===== config.mk =====
export PLATFORM = sky130hd
export DESIGN_NAME = mcc_ctrl
export DESIGN_NICKNAME = d
export VERILOG_FILES = /design/src/sv/mcc_pkg.sv /design/src/sv/mcc_ctrl.sv
export SDC_FILE = /design/constraint.sdc
export NUM_CORES = 1
export LEC_CHECK = 0
export BUFFER_PORTS_ARGS = -buffer_cell sky130_fd_sc_hd__buf_2
export CAP_MARGIN = 20
export CORE_MARGIN = 1
export CORE_UTILIZATION = 50
export CTS_CLUSTER_DIAMETER = 80
export DETAILED_ROUTE_END_ITERATION = 6
export HOLD_SLACK_MARGIN = 0.02
export PLACE_DENSITY = 0.72
export SETUP_SLACK_MARGIN = 0.15
export SLEW_MARGIN = 15
export SYNTH_ARGS = -nofsm -noshare
export SYNTH_HDL_FRONTEND = slang
export SYNTH_SLANG_ARGS = --single-unit

===== constraint.sdc =====
create_clock -name clk -period 7.4 [get_ports clk]
set_input_delay 1.48 -clock clk [delete_from_list [all_inputs] [get_ports clk]]
set_output_delay 1.48 -clock clk [all_outputs]
set_load 0.005 [all_outputs]

===== src/sv/mcc_pkg.sv =====
// Shared constants, types and a clamping helper function for the multichannel convolution block.
package mcc_pkg;

    localparam int MAX_KERNEL   = 5;
    localparam int MAX_WIDTH    = 32;
    localparam int MAX_HEIGHT   = 32;
    localparam int MAX_CHANNELS = 4;
    localparam int MAX_FILTERS  = 8;

    localparam int WT_DEPTH = MAX_FILTERS * MAX_CHANNELS * MAX_KERNEL * MAX_KERNEL;
    localparam int LB_DEPTH = MAX_KERNEL * MAX_WIDTH;
    localparam int PS_DEPTH = MAX_FILTERS * MAX_HEIGHT * MAX_WIDTH;

    localparam int WT_AW   = $clog2(WT_DEPTH);
    localparam int LB_AW   = $clog2(LB_DEPTH);
    localparam int PS_AW   = $clog2(PS_DEPTH);
    localparam int COL_W   = (MAX_WIDTH > 1) ? $clog2(MAX_WIDTH) : 1;
    localparam int ROW_W   = (MAX_HEIGHT > 1) ? $clog2(MAX_HEIGHT) : 1;
    localparam int CH_W    = (MAX_CHANNELS > 1) ? $clog2(MAX_CHANNELS) : 1;
    localparam int F_W     = (MAX_FILTERS > 1) ? $clog2(MAX_FILTERS) : 1;
    localparam int SLOT_W  = (MAX_KERNEL > 1) ? $clog2(MAX_KERNEL) : 1;
    localparam int TAP_W   = $clog2(MAX_KERNEL * MAX_KERNEL + 1);
    localparam int ACC_W   = 40;

    // Configuration register indexes.
    typedef enum logic [2:0] {
        CFG_HEIGHT   = 3'd0,
        CFG_WIDTH    = 3'd1,
        CFG_CHANNELS = 3'd2,
        CFG_FILTERS  = 3'd3,
        CFG_KERNEL   = 3'd4
    } cfg_idx_t;

    // Input item kinds.
    typedef enum logic [1:0] {
        OP_PIXEL  = 2'd0,
        OP_WEIGHT = 2'd1,
        OP_BIAS   = 2'd2
    } op_t;

    typedef enum logic [2:0] {
        S_IDLE,
        S_CLR,
        S_ISSUE,
        S_DRAIN,
        S_PSRD,
        S_PSWR,
        S_EMIT
    } state_t;

    // Commands from the controller to the datapath.
    typedef struct packed {
        logic              lb_we;
        logic [LB_AW-1:0]  lb_addr;
        logic              wt_we;
        logic [WT_AW-1:0]  wt_addr;
        logic              bias_we;
        logic [F_W-1:0]    bias_idx;
        logic [15:0]       wdata;
        logic              mac_en;
        logic              acc_clr;
        logic [PS_AW-1:0]  ps_addr;
        logic              ps_we;
        logic              first_ch;
        logic              emit;
        logic [F_W-1:0]    filt;
        logic [ROW_W-1:0]  orow;
        logic [COL_W-1:0]  ocol;
        logic              last;
    } cmd_t;

    typedef struct packed {
        logic out_busy;
    } status_t;

    // Zero counts as one, values above the limit count as the limit.
    function automatic logic [8:0] clamp_reg(input logic [8:0] v, input logic [8:0] hi);
        logic [8:0] r;
        if (v == 9'd0)
            r = 9'd1;
        else if (v > hi)
            r = hi;
        else
            r = v;
        return r;
    endfunction

endpackage


===== src/sv/mcc_ctrl.sv =====
// Controller: configuration registers, stream counters and the sequencing state machine.
module mcc_ctrl (
    input  logic                  clk,
    input  logic                  rst_n,
    input  logic                  cfg_valid,
    input  logic [2:0]            cfg_index,
    input  logic [5:0]            cfg_data,
    input  logic                  s_valid,
    output logic                  s_ready,
    input  logic [1:0]            s_kind,
    input  logic [9:0]            s_index,
    input  logic [15:0]           s_value,
    output mcc_pkg::cmd_t         cmd,
    input  mcc_pkg::status_t      status
);
    import mcc_pkg::*;

    state_t state_reg, state_next;

    logic [5:0] height_reg, width_reg;
    logic [2:0] chans_reg, kern_reg;
    logic [3:0] filts_reg;

    logic [COL_W-1:0]  col_reg, col_next;
    logic [ROW_W-1:0]  row_reg, row_next;
    logic [CH_W-1:0]   ch_reg, ch_next;
    logic [SLOT_W-1:0] slot_reg, slot_next;

    logic [ROW_W-1:0]  orow_reg, orow_next;
    logic [COL_W-1:0]  ocol_reg, ocol_next;
    logic [CH_W-1:0]   wch_reg, wch_next;
    logic [SLOT_W-1:0] wslot_reg, wslot_next;
    logic [SLOT_W-1:0] rslot_reg, rslot_next;
    logic [SLOT_W-1:0] ii_reg, ii_next;
    logic [SLOT_W-1:0] jj_reg, jj_next;
    logic [TAP_W-1:0]  tap_reg, tap_next;
    logic [F_W-1:0]    filt_reg, filt_next;
    logic [WT_AW-1:0]  wbase_reg, wbase_next;
    logic              dcnt_reg, dcnt_next;

    logic [8:0] h, w, c, nf, k;
    logic [8:0] kk;
    logic       accept, is_pixel, window;
    logic [SLOT_W-1:0] start_slot;

    // Clamped configuration.
    assign h  = clamp_reg({3'd0, height_reg}, 9'(MAX_HEIGHT));
    assign w  = clamp_reg({3'd0, width_reg}, 9'(MAX_WIDTH));
    assign c  = clamp_reg({6'd0, chans_reg}, 9'(MAX_CHANNELS));
    assign nf = clamp_reg({5'd0, filts_reg}, 9'(MAX_FILTERS));
    assign k  = clamp_reg({6'd0, kern_reg}, 9'(MAX_KERNEL));
    assign kk = 9'(k * k);

    assign s_ready  = (state_reg == S_IDLE);
    assign accept   = s_valid && s_ready;
    assign is_pixel = (s_kind == OP_PIXEL);
    assign window   = (9'(row_reg) + 9'd1 >= k) && (9'(col_reg) + 9'd1 >= k);
    assign start_slot = (9'(slot_reg) + 9'd1 == k) ? '0 : SLOT_W'(slot_reg + 1'b1);

    // Configuration registers.
    always_ff @(posedge clk or negedge rst_n)
    begin
        if (!rst_n)
        begin
            height_reg <= 6'd28;
            width_reg  <= 6'd28;
            chans_reg  <= 3'd1;
            filts_reg  <= 4'd3;
            kern_reg   <= 3'd3;
        end
        else if (cfg_valid)
        begin
            unique case (cfg_index)
                CFG_HEIGHT:   height_reg <= cfg_data;
                CFG_WIDTH:    width_reg  <= cfg_data;
                CFG_CHANNELS: chans_reg  <= cfg_data[2:0];
                CFG_FILTERS:  filts_reg  <= cfg_data[3:0];
                CFG_KERNEL:   kern_reg   <= cfg_data[2:0];
                default:      ;
            endcase
        end
    end

    // State and counters.
    always_ff @(posedge clk or negedge rst_n)
    begin
        if (!rst_n)
        begin
            state_reg <= S_IDLE;
            col_reg   <= '0;
            row_reg   <= '0;
            ch_reg    <= '0;
            slot_reg  <= '0;
            orow_reg  <= '0;
            ocol_reg  <= '0;
            wch_reg   <= '0;
            wslot_reg <= '0;
            rslot_reg <= '0;
            ii_reg    <= '0;
            jj_reg    <= '0;
            tap_reg   <= '0;
            filt_reg  <= '0;
            wbase_reg <= '0;
            dcnt_reg  <= 1'b0;
        end
        else
        begin
            state_reg <= state_next;
            orow_reg  <= orow_next;
            ocol_reg  <= ocol_next;
            wch_reg   <= wch_next;
            wslot_reg <= wslot_next;
            rslot_reg <= rslot_next;
            ii_reg    <= ii_next;
            jj_reg    <= jj_next;
            tap_reg   <= tap_next;
            filt_reg  <= filt_next;
            wbase_reg <= wbase_next;
            dcnt_reg  <= dcnt_next;
            // Any register write restarts the image.
            if (cfg_valid && cfg_index <= CFG_KERNEL)
            begin
                col_reg  <= '0;
                row_reg  <= '0;
                ch_reg   <= '0;
                slot_reg <= '0;
            end
            else
            begin
                col_reg  <= col_next;
                row_reg  <= row_next;
                ch_reg   <= ch_next;
                slot_reg <= slot_next;
            end
        end
    end

    // Next state and commands.
    always_comb
    begin
        state_next = state_reg;
        col_next   = col_reg;
        row_next   = row_reg;
        ch_next    = ch_reg;
        slot_next  = slot_reg;
        orow_next  = orow_reg;
        ocol_next  = ocol_reg;
        wch_next   = wch_reg;
        wslot_next = wslot_reg;
        rslot_next = rslot_reg;
        ii_next    = ii_reg;
        jj_next    = jj_reg;
        tap_next   = tap_reg;
        filt_next  = filt_reg;
        wbase_next = wbase_reg;
        dcnt_next  = dcnt_reg;

        cmd          = '0;
        cmd.wdata    = s_value;
        cmd.bias_idx = F_W'(s_index);
        cmd.filt     = filt_reg;
        cmd.orow     = orow_reg;
        cmd.ocol     = ocol_reg;
        cmd.first_ch = (wch_reg == '0);
        cmd.last     = (9'(filt_reg) + 9'd1 == nf);
        cmd.ps_addr  = PS_AW'((PS_AW'(filt_reg) * PS_AW'(MAX_HEIGHT) + PS_AW'(orow_reg))
                              * PS_AW'(MAX_WIDTH) + PS_AW'(ocol_reg));
        cmd.wt_addr  = WT_AW'(wbase_reg + WT_AW'(tap_reg));
        cmd.lb_addr  = LB_AW'(LB_AW'(rslot_reg) * LB_AW'(MAX_WIDTH)
                              + LB_AW'(ocol_reg) + LB_AW'(jj_reg));

        unique case (state_reg)
            S_IDLE:
            begin
                if (accept)
                begin
                    priority if (s_kind == OP_WEIGHT)
                    begin
                        cmd.wt_addr = WT_AW'(s_index);
                        cmd.wt_we   = (s_index < 10'(WT_DEPTH));
                    end
                    else if (s_kind == OP_BIAS)
                    begin
                        cmd.bias_we = (s_index < 10'(MAX_FILTERS));
                    end
                    else if (is_pixel)
                    begin
                        cmd.lb_we   = 1'b1;
                        cmd.lb_addr = LB_AW'(LB_AW'(slot_reg) * LB_AW'(MAX_WIDTH)
                                             + LB_AW'(col_reg));
                        // Window position for this pixel.
                        orow_next  = ROW_W'(9'(row_reg) + 9'd1 - k);
                        ocol_next  = COL_W'(9'(col_reg) + 9'd1 - k);
                        wch_next   = ch_reg;
                        wslot_next = start_slot;
                        filt_next  = '0;
                        if (window)
                            state_next = S_CLR;
                        // Advance the raster counters.
                        if (9'(col_reg) + 9'd1 >= w)
                        begin
                            col_next = '0;
                            if (9'(row_reg) + 9'd1 >= h)
                            begin
                                row_next  = '0;
                                slot_next = '0;
                                ch_next   = (9'(ch_reg) + 9'd1 >= c) ? '0
                                                                     : CH_W'(ch_reg + 1'b1);
                            end
                            else
                            begin
                                row_next  = ROW_W'(row_reg + 1'b1);
                                slot_next = (9'(slot_reg) + 9'd1 >= k) ? '0
                                                                       : SLOT_W'(slot_reg + 1'b1);
                            end
                        end
                        else
                        begin
                            col_next = COL_W'(col_reg + 1'b1);
                        end
                    end
                    else
                    begin
                        state_next = S_IDLE;
                    end
                end
            end
            S_CLR:
            begin
                cmd.acc_clr = 1'b1;
                wbase_next  = WT_AW'(WT_AW'(9'(filt_reg) * c + 9'(wch_reg)) * WT_AW'(kk));
                rslot_next  = wslot_reg;
                ii_next     = '0;
                jj_next     = '0;
                tap_next    = '0;
                state_next  = S_ISSUE;
            end
            S_ISSUE:
            begin
                // One tap read per cycle, row by row through the window.
                cmd.mac_en = 1'b1;
                tap_next   = TAP_W'(tap_reg + 1'b1);
                if (9'(jj_reg) + 9'd1 == k)
                begin
                    jj_next    = '0;
                    rslot_next = (9'(rslot_reg) + 9'd1 == k) ? '0 : SLOT_W'(rslot_reg + 1'b1);
                    ii_next    = SLOT_W'(ii_reg + 1'b1);
                    if (9'(ii_reg) + 9'd1 == k)
                    begin
                        dcnt_next  = 1'b0;
                        state_next = S_DRAIN;
                    end
                end
                else
                begin
                    jj_next = SLOT_W'(jj_reg + 1'b1);
                end
            end
            S_DRAIN:
            begin
                dcnt_next = 1'b1;
                if (dcnt_reg)
                    state_next = S_PSRD;
            end
            S_PSRD:
            begin
                state_next = S_PSWR;
            end
            S_PSWR:
            begin
                cmd.ps_we = 1'b1;
                if (9'(wch_reg) + 9'd1 == c)
                    state_next = S_EMIT;
                else if (9'(filt_reg) + 9'd1 == nf)
                    state_next = S_IDLE;
                else
                begin
                    filt_next  = F_W'(filt_reg + 1'b1);
                    state_next = S_CLR;
                end
            end
            S_EMIT:
            begin
                if (!status.out_busy)
                begin
                    cmd.emit = 1'b1;
                    if (9'(filt_reg) + 9'd1 == nf)
                        state_next = S_IDLE;
                    else
                    begin
                        filt_next  = F_W'(filt_reg + 1'b1);
                        state_next = S_CLR;
                    end
                end
            end
            default:
            begin
                state_next = S_IDLE;
            end
        endcase
    end

endmodule


==> results of run 1 <==
## power groups by stage
| stage | Combinational (mW) | Sequential, mW | Clock (mW) |
|---|---|---|---|
| 2_1_floorplan | 1.04 | 0.748 | 0 |
| 3_3_place_gp | 1.32 | 0.813 | 0 |
| 3_5_place_dp | 1.34 | 0.816 | 0 |
| 4_1_cts | 1.36 | 0.809 | 0.465 |
| 5_1_grt | 1.54 | 0.840 | 0.482 |
| 6_report | 1.34 | 0.812 | 0.456 |
## cell usage after synthesis, types with 7 or more instances
library cell	number	share of area [%]
sky130_fd_sc_hd__nand2_1	95	5.1
sky130_fd_sc_hd__ha_1	77	14
sky130_fd_sc_hd__dfrtp_1	72	26
sky130_fd_sc_hd__inv_1	64	3.4
sky130_fd_sc_hd__o21ai_0	51	3.7
sky130_fd_sc_hd__nor2_1	45	2.4
sky130_fd_sc_hd__a21oi_1	37	2.7
sky130_fd_sc_hd__buf_4	34	3.7
sky130_fd_sc_hd__xor2_1	31	3.9
sky130_fd_sc_hd__xnor2_1	22	2.8
sky130_fd_sc_hd__mux2_2	21	3.4
sky130_fd_sc_hd__fa_1	19	5.4
sky130_fd_sc_hd__and2_1	18	1.6
sky130_fd_sc_hd__nand3_1	18	1.3
sky130_fd_sc_hd__a21o_1	17	1.8
sky130_fd_sc_hd__nand2b_1	13	1.2
sky130_fd_sc_hd__clkbuf_1	11	0.59
sky130_fd_sc_hd__dfstp_2	11	4.1
sky130_fd_sc_hd__nor2b_1	9	0.81
sky130_fd_sc_hd__nor3_1	9	0.64
sky130_fd_sc_hd__a31oi_1	7	0.63
## final cells by class
class / count / area [um^2]
Inverter: 66 / 250
Sequential cell: 83 / 2090
Multi-Input combinational cell: 580 / 4350
Fill cell: 1237 / 5810
Clock inverter: 6 / 65.1
Tap cell: 176 / 220
Timing Repair Buffer: 85 / 435
Clock buffer: 10 / 239
## final timing paths
| kind | from | to | cells past startpoint |
|---|---|---|---|
| max in group asynchronous | rst_n | chans_reg[2]$_DFFE_PN0P_ | 2 |
| worst min register to register | dcnt_reg$_DFFE_PN0P_ | state_reg[0]$_DFFE_PN0P_ | 1 |
| min in group asynchronous | rst_n | wbase_reg[2]$_DFFE_PN0P_ | 1 |
| worst max-delay path | chans_reg[0]$_DFFE_PN1P_ | wbase_reg[9]$_DFFE_PN0P_ | 24 |
| worst min-delay path | dcnt_reg$_DFFE_PN0P_ | state_reg[0]$_DFFE_PN0P_ | 1 |
| worst max register to register | chans_reg[0]$_DFFE_PN1P_ | wbase_reg[9]$_DFFE_PN0P_ | 24 |
## layer usage
metal | global-route usage, % | vias up
met3 | 4.95 | 27
met2 | 33.6 | 107
met5 | 0 | -
met1 | 29.3 | 2522
met4 | 7.02 | 0
li1 | - | 2725
## logic make-up (layout without fill, tap and decap cells)
kind of cell             Yosys count  after routing  synth area share [%]
AND/OR/NAND/NOR                  245            245                  17.6
AO/OA/AOI/OAI                    156            156                  14.2
buffers and inverters            114            167                  8.04
adder cells (fa/ha/maj)           96             96                  19.2
flip-flops                        83             83                  29.9
XOR/XNOR                          53             53                  6.64
multiplexers                      26             26                  4.32
other                              1              4                0.0537
## through the flow
stage	area [um^2]	utilization, %
after floorplan	7000	-
after global placement	7330	54.5
after detailed placement	7330	54.5
after CTS	7640	56.8
after global routing	7650	56.8
final	7650	56.8
==> metrics.md, run 1 <==
| Metric | Value |
|---|---|
| Slack of the worst reg-to-reg path | 1150 ps |
| Detailed router's first-iteration violation count | 237 |
| Routed via count | 5381 |
| Tightest Hold Check Type | reg2reg |
| Ratio of cells with drive above 1 in the final layout | between 10% and 20% |
| Fraction of synthesis flops using an asynchronous set or reset pin | 100% |
| Largest net degree at the start of global routing | 62 |
| Starting Density | around half |
| Clock slew seen by the registers of the worst setup and hold paths | 60 ps |
| Commonest non-fill, non-tap cell in the layout | sky130_fd_sc_hd__nand2_1 |
| Number of antenna-violating nets in the routed design | 0 |
| Routed len/inst | roughly 14 um |
| Cell type with the highest occurrence count on the critical path | sky130_fd_sc_hd__fa_1 |
| Count of hold buffers inserted by post-cts repair | 0 |
| Antenna cell count | 0 |
| Cell with the largest stage delay on the worst path | sky130_fd_sc_hd__dfstp_2 |
| Number of failing hold endpoints at the final stage | 0 |
| Number of search-and-repair iterations in the first detailed-routing pass | 4 |
| Relative slew slack | 36.6% |
| Hold WS | 476 ps |
| Total clock buffers created by CTS | 9 |
| Input/output buffers | 82 |
| Placer congestion estimate | ~0.82 |
| Final non-filler cell total | 1006 |
| Final setup violation count | 0 |
| CTS root buf | sky130_fd_sc_hd__clkbuf_16 |
| Peak Freq | 160 MHz |
| Period Utilization, post-route | a little over four fifths |
| Global-route wire length before repair | roughly 24000 um |
| Pint | 1.50 mW |
| Worst setup timing slack at the placement stage | 1160 ps |
| Overflow after GRT | 0 |
| Clock power share | 17.5% |
| CTS tree | yes |
| Detailed placer's ending HPWL | 11300 um |
| EDFF count, synth | 0 |
| DRC Markers | 0 |
| Number of placed instances with taps included | 989 |
| Top routing layer in use | met4 |
| Total leakage power | 3.88 nW |
| Distinct cell type count after synthesis | between 60 and 70 |
| Floorplan row count | 42 |
| Part of the total power dissipated in combinational logic | 51.5% |
| Die Width | 120 um |
| Transition at the pin with the smallest max-transition slack | around 950 ps |
| Max-Cap Viols | 0 |
| Ordered list of cells on the worst path | inv_1, a21oi_1, and2_1, fa_1, ha_1, fa_1, a21o_1, a21oi_1, xnor2_1, nor2_1, ha_1, fa_1, ha_1, inv_1, fa_1, inv_1, ha_1, fa_1, a21o_1, a21oi_1, xnor2_1, xnor2_1, xnor2_1, o21ai_0 |
| Pwr/cell area | 342 nW/um^2 |
| Run status | completed |
| Critical Path Fanout Max | 4 |
| Critical path buffer and inverter count | 3 |
| Total global routing track utilization | 21.5% |
| Initial antenna violation count | 0 |
| Worst vdd ir | 240 uV |
| Setup TNS after final layout | 0 ps |
| Largest stage delay on the critical path | 540 ps |
| Average via count per standard cell | 5.35 |
| Number of H-tree branching levels | 3 |
| Post-Syn Instances | 774 |
| Average cell area after synthesis | 9.03 um^2 |
| Met3 wire length | 604 um |
| Type of destination of the critical path | flop |
| Number of top-level pins | 115 |
| Core box area | 13500 um^2 |
| Routed length on met2 | 6480 um |
| M1 wire length | 7110 um |
| Number of buffers on the longest clock path | 2 |
| Category of the most critical setup path | reg2reg |
| Area grow syn2layout | 9.44% |
| Post-CTS repair timing setup buffer count | 0 |
| Number of resized instances in the post-cts repair step | 0 |
| Commonest register cell after synthesis | sky130_fd_sc_hd__dfrtp_1 |
| Latest clock arrival within the worst-skew pair | approximately 350 ps |
| Sequential share of the synthesized area | 29.9% |
| Data required time at the worst endpoint | 7600 ps |
| Number of flip-flops under the largest register name | 10 |
| Element type at the critical path start | flop |
| Net switching power figure | 1.11 mW |
| Overall power of the completed layout | 2.61 mW |
| WL final | 14500 um |
| Clock tree sinks | 83 |
| Syn Std Cell Area | 6990 um^2 |
| Switching share of power | 42.5% |
| RSZ-0062 raised after global routing | false |
| Arrival time of data at the critical path endpoint | around 6500 ps |
| Vias in the first global route | 5050 |
| Overall die area | 14500 um^2 |
| Final Skew | between 7 and 8 ps |
| Largest delay share family, worst path | adder cells |
| Yosys reg bits | 83 |
| Final critical path time including I/O delays and setup | 6250 ps |
| Final slew viol count | 0 |
| Die Span Y | approximately 120 um |
| Most frequent cells in the layout | 95 x sky130_fd_sc_hd__nand2_1, 81 x sky130_fd_sc_hd__buf_2, 77 x sky130_fd_sc_hd__ha_1 |
| Net count, final | 963 |
| Seq pwr share | 31.1% |
| Setup slack after layout | 1150 ps |
| Total number of yosys warnings | 0 |
No activity file was read; power rests on OpenSTA's default activity.
==> inputs of run 2 (changes only) <==
- PLACE_DENSITY: 0.72 -> 0.75
- clock period: 7.4 -> 5.6 ns (I/O delays scaled with it)
==> run 2 against run 1 <==
  * Sequential share of layout area fell by 0.75 points
  * The flow now finishes with violations (setup timing)
  * Register-to-register slack got worse by 1200 ps
  * Global-route usage rose by 0.95 points
  * Critical endpoint unchanged
  * Non-clock buffer count rose by 8
  * Setup slack got worse by 1200 ps
  * Largest cell class unchanged
  * Fmax rose by 10%
  * Via count rose by 1.2%
==> metrics.md, run 2 (synthesis results as in run 1) <==
| Metric | Value |
|---|---|
| Length in cells of the worst reg-to-reg path | 24 (unchanged) |
| Most frequent cells in the layout | 95 x sky130_fd_sc_hd__nand2_1, 81 x sky130_fd_sc_hd__buf_2, 73 x sky130_fd_sc_hd__ha_1 |
| Placer congestion estimate | 0.824 (+0.68%) |
| Final non-filler cell total | 1014 (+0.80%) |
| Tightest Hold Check Type | reg2reg |
| Type of destination of the critical path | flop |
| Initial antenna violation count | 0 (unchanged) |
| Worst vdd ir | 277 uV (+15%) |
| Detailed placer's ending HPWL | 11700 um (+3.6%) |
| Detailed router's first-iteration violation count | 240 (+1.3%) |
| CTS tree | yes |
| Filler Cell Count | 1236 (-0.081%) |
| Routed len/inst | 15.0 um (+3.7%) |
| Commonest non-fill, non-tap cell in the layout | sky130_fd_sc_hd__nand2_1 |
| Data required time at the worst endpoint | 5800 ps (-1800 ps) |
| Final critical path time including I/O delays and setup | 5660 ps (-590 ps) |
| Input/output buffers | 82 (unchanged) |
| Largest net degree at the start of global routing | 84 (+35%) |
| Area grow syn2layout | 12.6% |
| Floorplan row count | 42 (unchanged) |
| Clock tree sinks | 83 (unchanged) |
| Net switching power figure | 1.51 mW (+36%) |
| Count of hold buffers inserted by post-cts repair | 0 (unchanged) |
| Transition at the pin with the smallest max-transition slack | 1090 ps (+144 ps) |
| Switching share of power | 41.6% (-0.88 points) |
| CTS root buf | sky130_fd_sc_hd__clkbuf_16 |
| Hold Path Stages | 2 (+1) |
| Number of flip-flops under the largest register name | 10 (unchanged) |
| Net count, final | 971 (+0.83%) |
| Final Skew | 9.08 ps (+1.16 ps) |
| Post-CTS repair timing setup buffer count | 0 (unchanged) |
| Capture instance of the worst register-to-register path | wbase_reg[9]$_DFFE_PN0P_ |
| Latest clock arrival within the worst-skew pair | 340 ps (about the same) |
| DRC Markers | 0 (unchanged) |
| Total placed instance area | 7440 um^2 (+1.4%) |
| Met3 wire length | 473 um (-22%) |
| Number of placed instances with taps included | 997 (+0.81%) |
| Final slew viol count | 0 (unchanged) |
| Die Width | 120 um (unchanged) |
| Die Span Y | 120 um (unchanged) |
| Run status | finished, violations left |
| Clock power share | 18.6% (+1.1 points) |
| Number of antenna-violating nets in the routed design | 0 (unchanged) |
| Antenna cell count | 0 (unchanged) |
| Number of search-and-repair iterations in the first detailed-routing pass | 5 (+1) |
| Ratio of cells with drive above 1 in the final layout | 21.5% (+3.2 points) |
| Pwr/cell area | 461 nW/um^2 (+35%) |
| Seq pwr share | 29.4% (-1.7 points) |
| Peak Freq | 177 MHz (+10%) |
| Slack of the worst reg-to-reg path | -60 ps (-1210 ps) |
| Total global routing track utilization | 22.4% (+0.95 points) |
| Overall die area | 14500 um^2 (unchanged) |
| Vias in the first global route | 5283 (+4.6%) |
| Setup slack after layout | -58.4 ps (-1210 ps) |
| Average via count per standard cell | 5.37 (+0.37%) |
| Routed length on met2 | 7240 um (+12%) |
| Number of H-tree branching levels | 3 (unchanged) |
| Setup TNS after final layout | -58.4 ps (-58.4 ps) |
| Starting Density | 51.9% (unchanged) |
| Core box area | 13500 um^2 (unchanged) |
| Violations in the final reports | setup timing |
| M1 wire length | 7220 um (+1.6%) |
| Final Instance Area | 7870 um^2 (+2.9%) |
| Routed via count | 5444 (+1.2%) |
| Global-route wire length before repair | 25500 um (+4.4%) |
| Number of failing hold endpoints at the final stage | 0 (unchanged) |
| Period Utilization, post-route | 101% (+17 points) |
| Overflow after GRT | 0 (unchanged) |
| Element type at the critical path start | flop |
| Hold path startpoint | wbase_reg[3]$_DFFE_PN0P_ |
| Arrival time of data at the critical path endpoint | 5860 ps (-590 ps) |
| Final setup violation count | 1 (+1) |
| Critical Path Fanout Max | 3 (-1) |
| Total clock buffers created by CTS | 9 (unchanged) |
| Max-Cap Viols | 0 (unchanged) |
| Clock slew seen by the registers of the worst setup and hold paths | 60 ps (about the same) |
| Relative slew slack | 27.2% (-9.4 points) |
| Category of the most critical setup path | reg2reg |
| Hold-critical path endpoint | wbase_reg[3]$_DFFE_PN0P_ |
| Top routing layer in use | met4 |
| Total leakage power | 3.94 nW (+1.5%) |
| Number of top-level pins | 115 (unchanged) |
| WL final | 15200 um (+4.6%) |
| Pint | 2.11 mW (+41%) |
| Number of buffers on the longest clock path | 2 (unchanged) |
| Part of the total power dissipated in combinational logic | 52.0% (+0.5 points) |
| Startpoint of the most critical register-to-register path | chans_reg[0]$_DFFE_PN1P_ |
| RSZ-0062 raised after global routing | true |
run 2: final cells by class:
class                   instances  area, um^2  share of cell area [%]
multi-input cells             580        4440                    56.5
flip-flops and latches         83        2090                    26.6
clock buffers                  13         280                    3.56
inverters                      66         250                    3.18
well taps                     176         220                    2.80
repair buffers                 93         515                    6.55
clock inverters                 3        67.6                   0.859
run 2: worst max-delay path by stage:
stage / endpoint / slack (ps) / start
6_report: wbase_reg[9]$_DFFE_PN0P_ / -60 / chans_reg[0]$_DFFE_PN1P_
4_1_cts: wbase_reg[9]$_DFFE_PN0P_ / -120 / chans_reg[0]$_DFFE_PN1P_
3_5_place_dp: wbase_reg[9]$_DFFE_PN0P_ / -80 / chans_reg[0]$_DFFE_PN1P_
5_1_grt: wbase_reg[9]$_DFFE_PN0P_ / -250 / chans_reg[0]$_DFFE_PN1P_
2_1_floorplan: wbase_reg[9]$_DFFE_PN0P_ / 140 / chans_reg[0]$_DFFE_PN1P_
3_3_place_gp: wbase_reg[9]$_DFFE_PN0P_ / 90 / chans_reg[0]$_DFFE_PN1P_
run 2: power by group through the flow:
stage | clock, mW | sequential [mW] | combinational [mW]
after global placement | 0 | 1.06 | 1.80
final | 0.675 | 1.07 | 1.88
after CTS | 0.687 | 1.06 | 1.86
after global routing | 0.715 | 1.10 | 2.14
after floorplan | 0 | 0.989 | 1.39
after detailed placement | 0 | 1.07 | 1.84
run 2: repair_timing:
action                     in CTS  in global routing
resized for setup               1                 10
pin swaps                       0                 15
setup endpoints to repair       1                  2
gates cloned                    0                  0
run 2: metrics by stage:
| step | power [mW] | util [%] | hold WS, ps | worst slack [ps] |
|---|---|---|---|---|
| 2_1_floorplan | 2.37 | - | 436 | 136 |
| 3_3_place_gp | 2.86 | 55.3 | 463 | 91.0 |
| 3_5_place_dp | 2.91 | 55.3 | 464 | -82.5 |
| 4_1_cts | 3.61 | 57.9 | 472 | -117 |
| 5_1_grt | 3.95 | 58.5 | 522 | -249 |
| 6_report | 3.62 | 58.5 | 480 | -58.4 |
run 2: metal layers:
| layer | vias to the layer above | track usage [%] |
|---|---|---|
| li1 | 2735 | - |
| met1 | 2585 | 30.8 |
| met2 | 109 | 36.2 |
| met3 | 15 | 3.58 |
| met4 | 0 | 7.10 |
| met5 | - | 0 |
run 2: critical path, stage by stage, from the launching register on:
cell	delay [ps]
sky130_fd_sc_hd__dfstp_2	540
sky130_fd_sc_hd__inv_2	50
sky130_fd_sc_hd__a21oi_4	140
sky130_fd_sc_hd__and2_4	160
sky130_fd_sc_hd__fa_1	460
sky130_fd_sc_hd__ha_4	250
sky130_fd_sc_hd__fa_2	340
sky130_fd_sc_hd__a21o_1	190
sky130_fd_sc_hd__a21oi_2	180
sky130_fd_sc_hd__xnor2_2	140
sky130_fd_sc_hd__nor2_1	70
sky130_fd_sc_hd__ha_1	310
sky130_fd_sc_hd__fa_1	450
sky130_fd_sc_hd__ha_1	310
sky130_fd_sc_hd__inv_2	40
sky130_fd_sc_hd__fa_1	490
sky130_fd_sc_hd__inv_2	50
sky130_fd_sc_hd__ha_4	160
sky130_fd_sc_hd__fa_2	390
sky130_fd_sc_hd__a21o_1	170
sky130_fd_sc_hd__a21oi_2	130
sky130_fd_sc_hd__xnor2_1	140
sky130_fd_sc_hd__xnor2_1	150
sky130_fd_sc_hd__xnor2_1	140
sky130_fd_sc_hd__o21ai_1	70
==> inputs of run 3 (changes only) <==
- RECOVER_POWER: default -> 100
==> run 3 against run 2 <==
  * The run ends with capacitance limit, slew limit, setup timing left
  * Design area is 0.99% lower
  * Largest cell class unchanged
  * Combinational power about the same
  * Fmax about the same
  * Critical path depth stayed put
  * Clock skew shrank 0.55 ps
  * Via count is 0.51% lower
  * Critical endpoint unchanged
  * Critical path type unchanged
  * Register-to-register slack hardly changed
  * Largest power group unchanged
  * Clock-buffer cell count did not move
==> metrics.md, run 3 (synthesis results as in run 1) <==
| Metric | Value |
|---|---|
| Number of antenna-violating nets in the routed design | 0 (unchanged) |
| Worst setup path startpoint | chans_reg[0]$_DFFE_PN1P_ |
| Number of flip-flops under the largest register name | 10 (unchanged) |
| Max-Cap Viols | 2 (+2) |
| Number of placed instances with taps included | 997 (unchanged) |
| Worst vdd ir | 275 uV (-0.69%) |
| Number of failing hold endpoints at the final stage | 0 (unchanged) |
| Peak Freq | 177 MHz (about the same) |
| Violations in the final reports | capacitance limit, slew limit, setup timing |
| Final non-filler cell total | 1014 (unchanged) |
| CTS tree | yes |
| Type of destination of the critical path | flop |
| Number of buffers on the longest clock path | 2 (unchanged) |
| Number of top-level pins | 115 (unchanged) |
| Latest clock arrival within the worst-skew pair | 340 ps (about the same) |
| Final slew viol count | 86 (+86) |
| Input/output buffers | 82 (unchanged) |
| Critical Path Fanout Max | 3 (unchanged) |
| Commonest non-fill, non-tap cell in the layout | sky130_fd_sc_hd__nand2_1 |
| DRC Markers | 0 (unchanged) |
| Most frequent cells in the layout | 95 x sky130_fd_sc_hd__nand2_1, 73 x sky130_fd_sc_hd__ha_1, 71 x sky130_fd_sc_hd__dfrtp_1 |
| Tightest Hold Check Type | reg2reg |
| Ratio of cells with drive above 1 in the final layout | 18.6% (-2.9 points) |
| Post-CTS repair timing setup buffer count | 0 (unchanged) |
| Final design utilization | 57.9% (-0.58 points) |
| Hold Path Stages | 1 (-1) |
| Total global routing track utilization | 22.4% (unchanged) |
| Setup slack after layout | -53.8 ps (+4.62 ps) |
| Ordered list of cells on the worst path | inv_2, a21oi_4, and2_4, fa_1, ha_4, fa_2, a21o_1, a21oi_2, xnor2_2, nor2_1, ha_1, fa_1, ha_1, inv_2, fa_1, inv_2, ha_4, fa_2, a21o_1, a21oi_2, xnor2_1, xnor2_1, xnor2_1, o21ai_1 |
| Worst setup timing slack at the placement stage | -82.5 ps (unchanged) |
| Initial antenna violation count | 0 (unchanged) |
| Final Skew | 8.53 ps (-0.547 ps) |
| CTS root buf | sky130_fd_sc_hd__clkbuf_16 |
| Final setup violation count | 1 (unchanged) |
| Routed len/inst | 14.9 um (-0.22%) |
| Final critical path time including I/O delays and setup | 5650 ps (-4.62 ps) |
| Die Width | 120 um (unchanged) |
| Overflow after GRT | 0 (unchanged) |
| Die Span Y | 120 um (unchanged) |
| Hold path startpoint | dcnt_reg$_DFFE_PN0P_ |
| Starting Density | 51.9% (unchanged) |
| Period Utilization, post-route | 101% (about the same) |
| Clock tree sinks | 83 (unchanged) |
| Detailed placer's ending HPWL | 11700 um (unchanged) |
| Relative slew slack | -70.0% (-97 points) |
| Cell depth of the worst setup path | 24 (unchanged) |
| Transition at the pin with the smallest max-transition slack | 2550 ps (+1460 ps) |
| Data required time at the worst endpoint | 5800 ps (about the same) |
| Overall die area | 14500 um^2 (unchanged) |
| Average via count per standard cell | 5.34 (-0.51%) |
| Number of search-and-repair iterations in the first detailed-routing pass | 5 (unchanged) |
| Net count, final | 971 (unchanged) |
| Vias in the first global route | 5283 (unchanged) |
| Clock slew seen by the registers of the worst setup and hold paths | 60 ps (about the same) |
| Final Instance Area | 7790 um^2 (-0.99%) |
| Category of the most critical setup path | reg2reg |
| Total clock buffers created by CTS | 9 (unchanged) |
| WL final | 15100 um (-0.22%) |
| Count of hold buffers inserted by post-cts repair | 0 (unchanged) |
| Detailed router's first-iteration violation count | 217 (-9.6%) |
| Largest net degree at the start of global routing | 84 (unchanged) |
| Floorplan row count | 42 (unchanged) |
| Core box area | 13500 um^2 (unchanged) |
| Total placed instance area | 7440 um^2 (unchanged) |
| Area grow syn2layout | 11.5% |
| RSZ-0062 raised after global routing | true |
| Element type at the critical path start | flop |
| Startpoint of the most critical register-to-register path | chans_reg[0]$_DFFE_PN1P_ |
| Largest stage delay on the critical path | 540 ps (about the same) |
| Global-route wire length before repair | 25500 um (unchanged) |
| Total leakage power | 3.86 nW (-2.1%) |
| Number of H-tree branching levels | 3 (unchanged) |
| Arrival time of data at the critical path endpoint | 5850 ps (about the same) |
| Placer congestion estimate | 0.824 (unchanged) |
| Run status | finished, violations left |
| Routed via count | 5416 (-0.51%) |
| Largest delay share family, worst path | adder cells |
| Overall power of the completed layout | 3.60 mW (-0.68%) |
| Critical path buffer and inverter count | 3 (unchanged) |
| Length in cells of the worst reg-to-reg path | 24 (unchanged) |
| Antenna cell count | 0 (unchanged) |
| Cell with the largest stage delay on the worst path | sky130_fd_sc_hd__dfstp_2 |
| Pwr/cell area | 462 nW/um^2 (+0.31%) |
==> run 3: cell count changes in the layout (fill, tap and decap cells not counted), sizes merged <==
| cell | delta |
|---|---|
| buf | -20 |
| clkbuf | +20 |
==> run 3: repair_timing <==
action                                 4_1_cts  5_1_grt
pin swaps                                    0       15
resized for setup                            1       10
setup endpoints to repair                    1        2
endpoints found under the hold margin        0        0
==> run 3: through the flow <==
step	hold slack, ps	setup TNS (ps)
4_1_cts	472	-117
3_3_place_gp	463	0
2_1_floorplan	436	0
6_report	470	-53.8
5_1_grt	522	-320
3_5_place_dp	464	-82.5
==> run 3: final timing paths <==
kind	to	slack, ps
max reg2reg	wbase_reg[9]$_DFFE_PN0P_	-50
min reg2reg	state_reg[0]$_DFFE_PN0P_	470
min	state_reg[0]$_DFFE_PN0P_	470
max in group asynchronous	chans_reg[1]$_DFFE_PN0P_	930
max	wbase_reg[9]$_DFFE_PN0P_	-50
min in group asynchronous	ocol_reg[1]$_DFFE_PN0P_	1290
==> run 3: layer usage <==
layer	up-vias	track usage (%)	part of all wire, %
li1	2731	-	-
met1	2558	30.8	47
met2	109	36.2	47
met3	18	3.58	3.9
met4	0	7.10	1.8
met5	-	0	0
==> run 3: worst reg2reg max path, delay by kind of cell, from the launching register on <==
family	cells	cell delay [ps]
flip-flops	1	540
buffers and inverters	3	140
XOR/XNOR	4	570
adder cells (fa/ha/maj)	9	3160
AO/OA/AOI/OAI	6	880
AND/OR/NAND/NOR	2	230
==> run 3: power by group <==
part | total [mW] | switching [mW] | internal, mW
clock | 0.674 | 0.235 | 0.439
combinational | 1.86 | 1.01 | 0.847
sequential | 1.06 | 0.254 | 0.810
total | 3.60 | 1.50 | 2.10
==> run 3: layout make-up <==
type	instances	area, um^2
Fill cell	1255	5660
Inverter	66	250
Multi-Input combinational cell	580	4420
Clock buffer	13	280
Clock inverter	3	67.6
Tap cell	176	220
Timing Repair Buffer	93	457
Sequential cell	83	2090
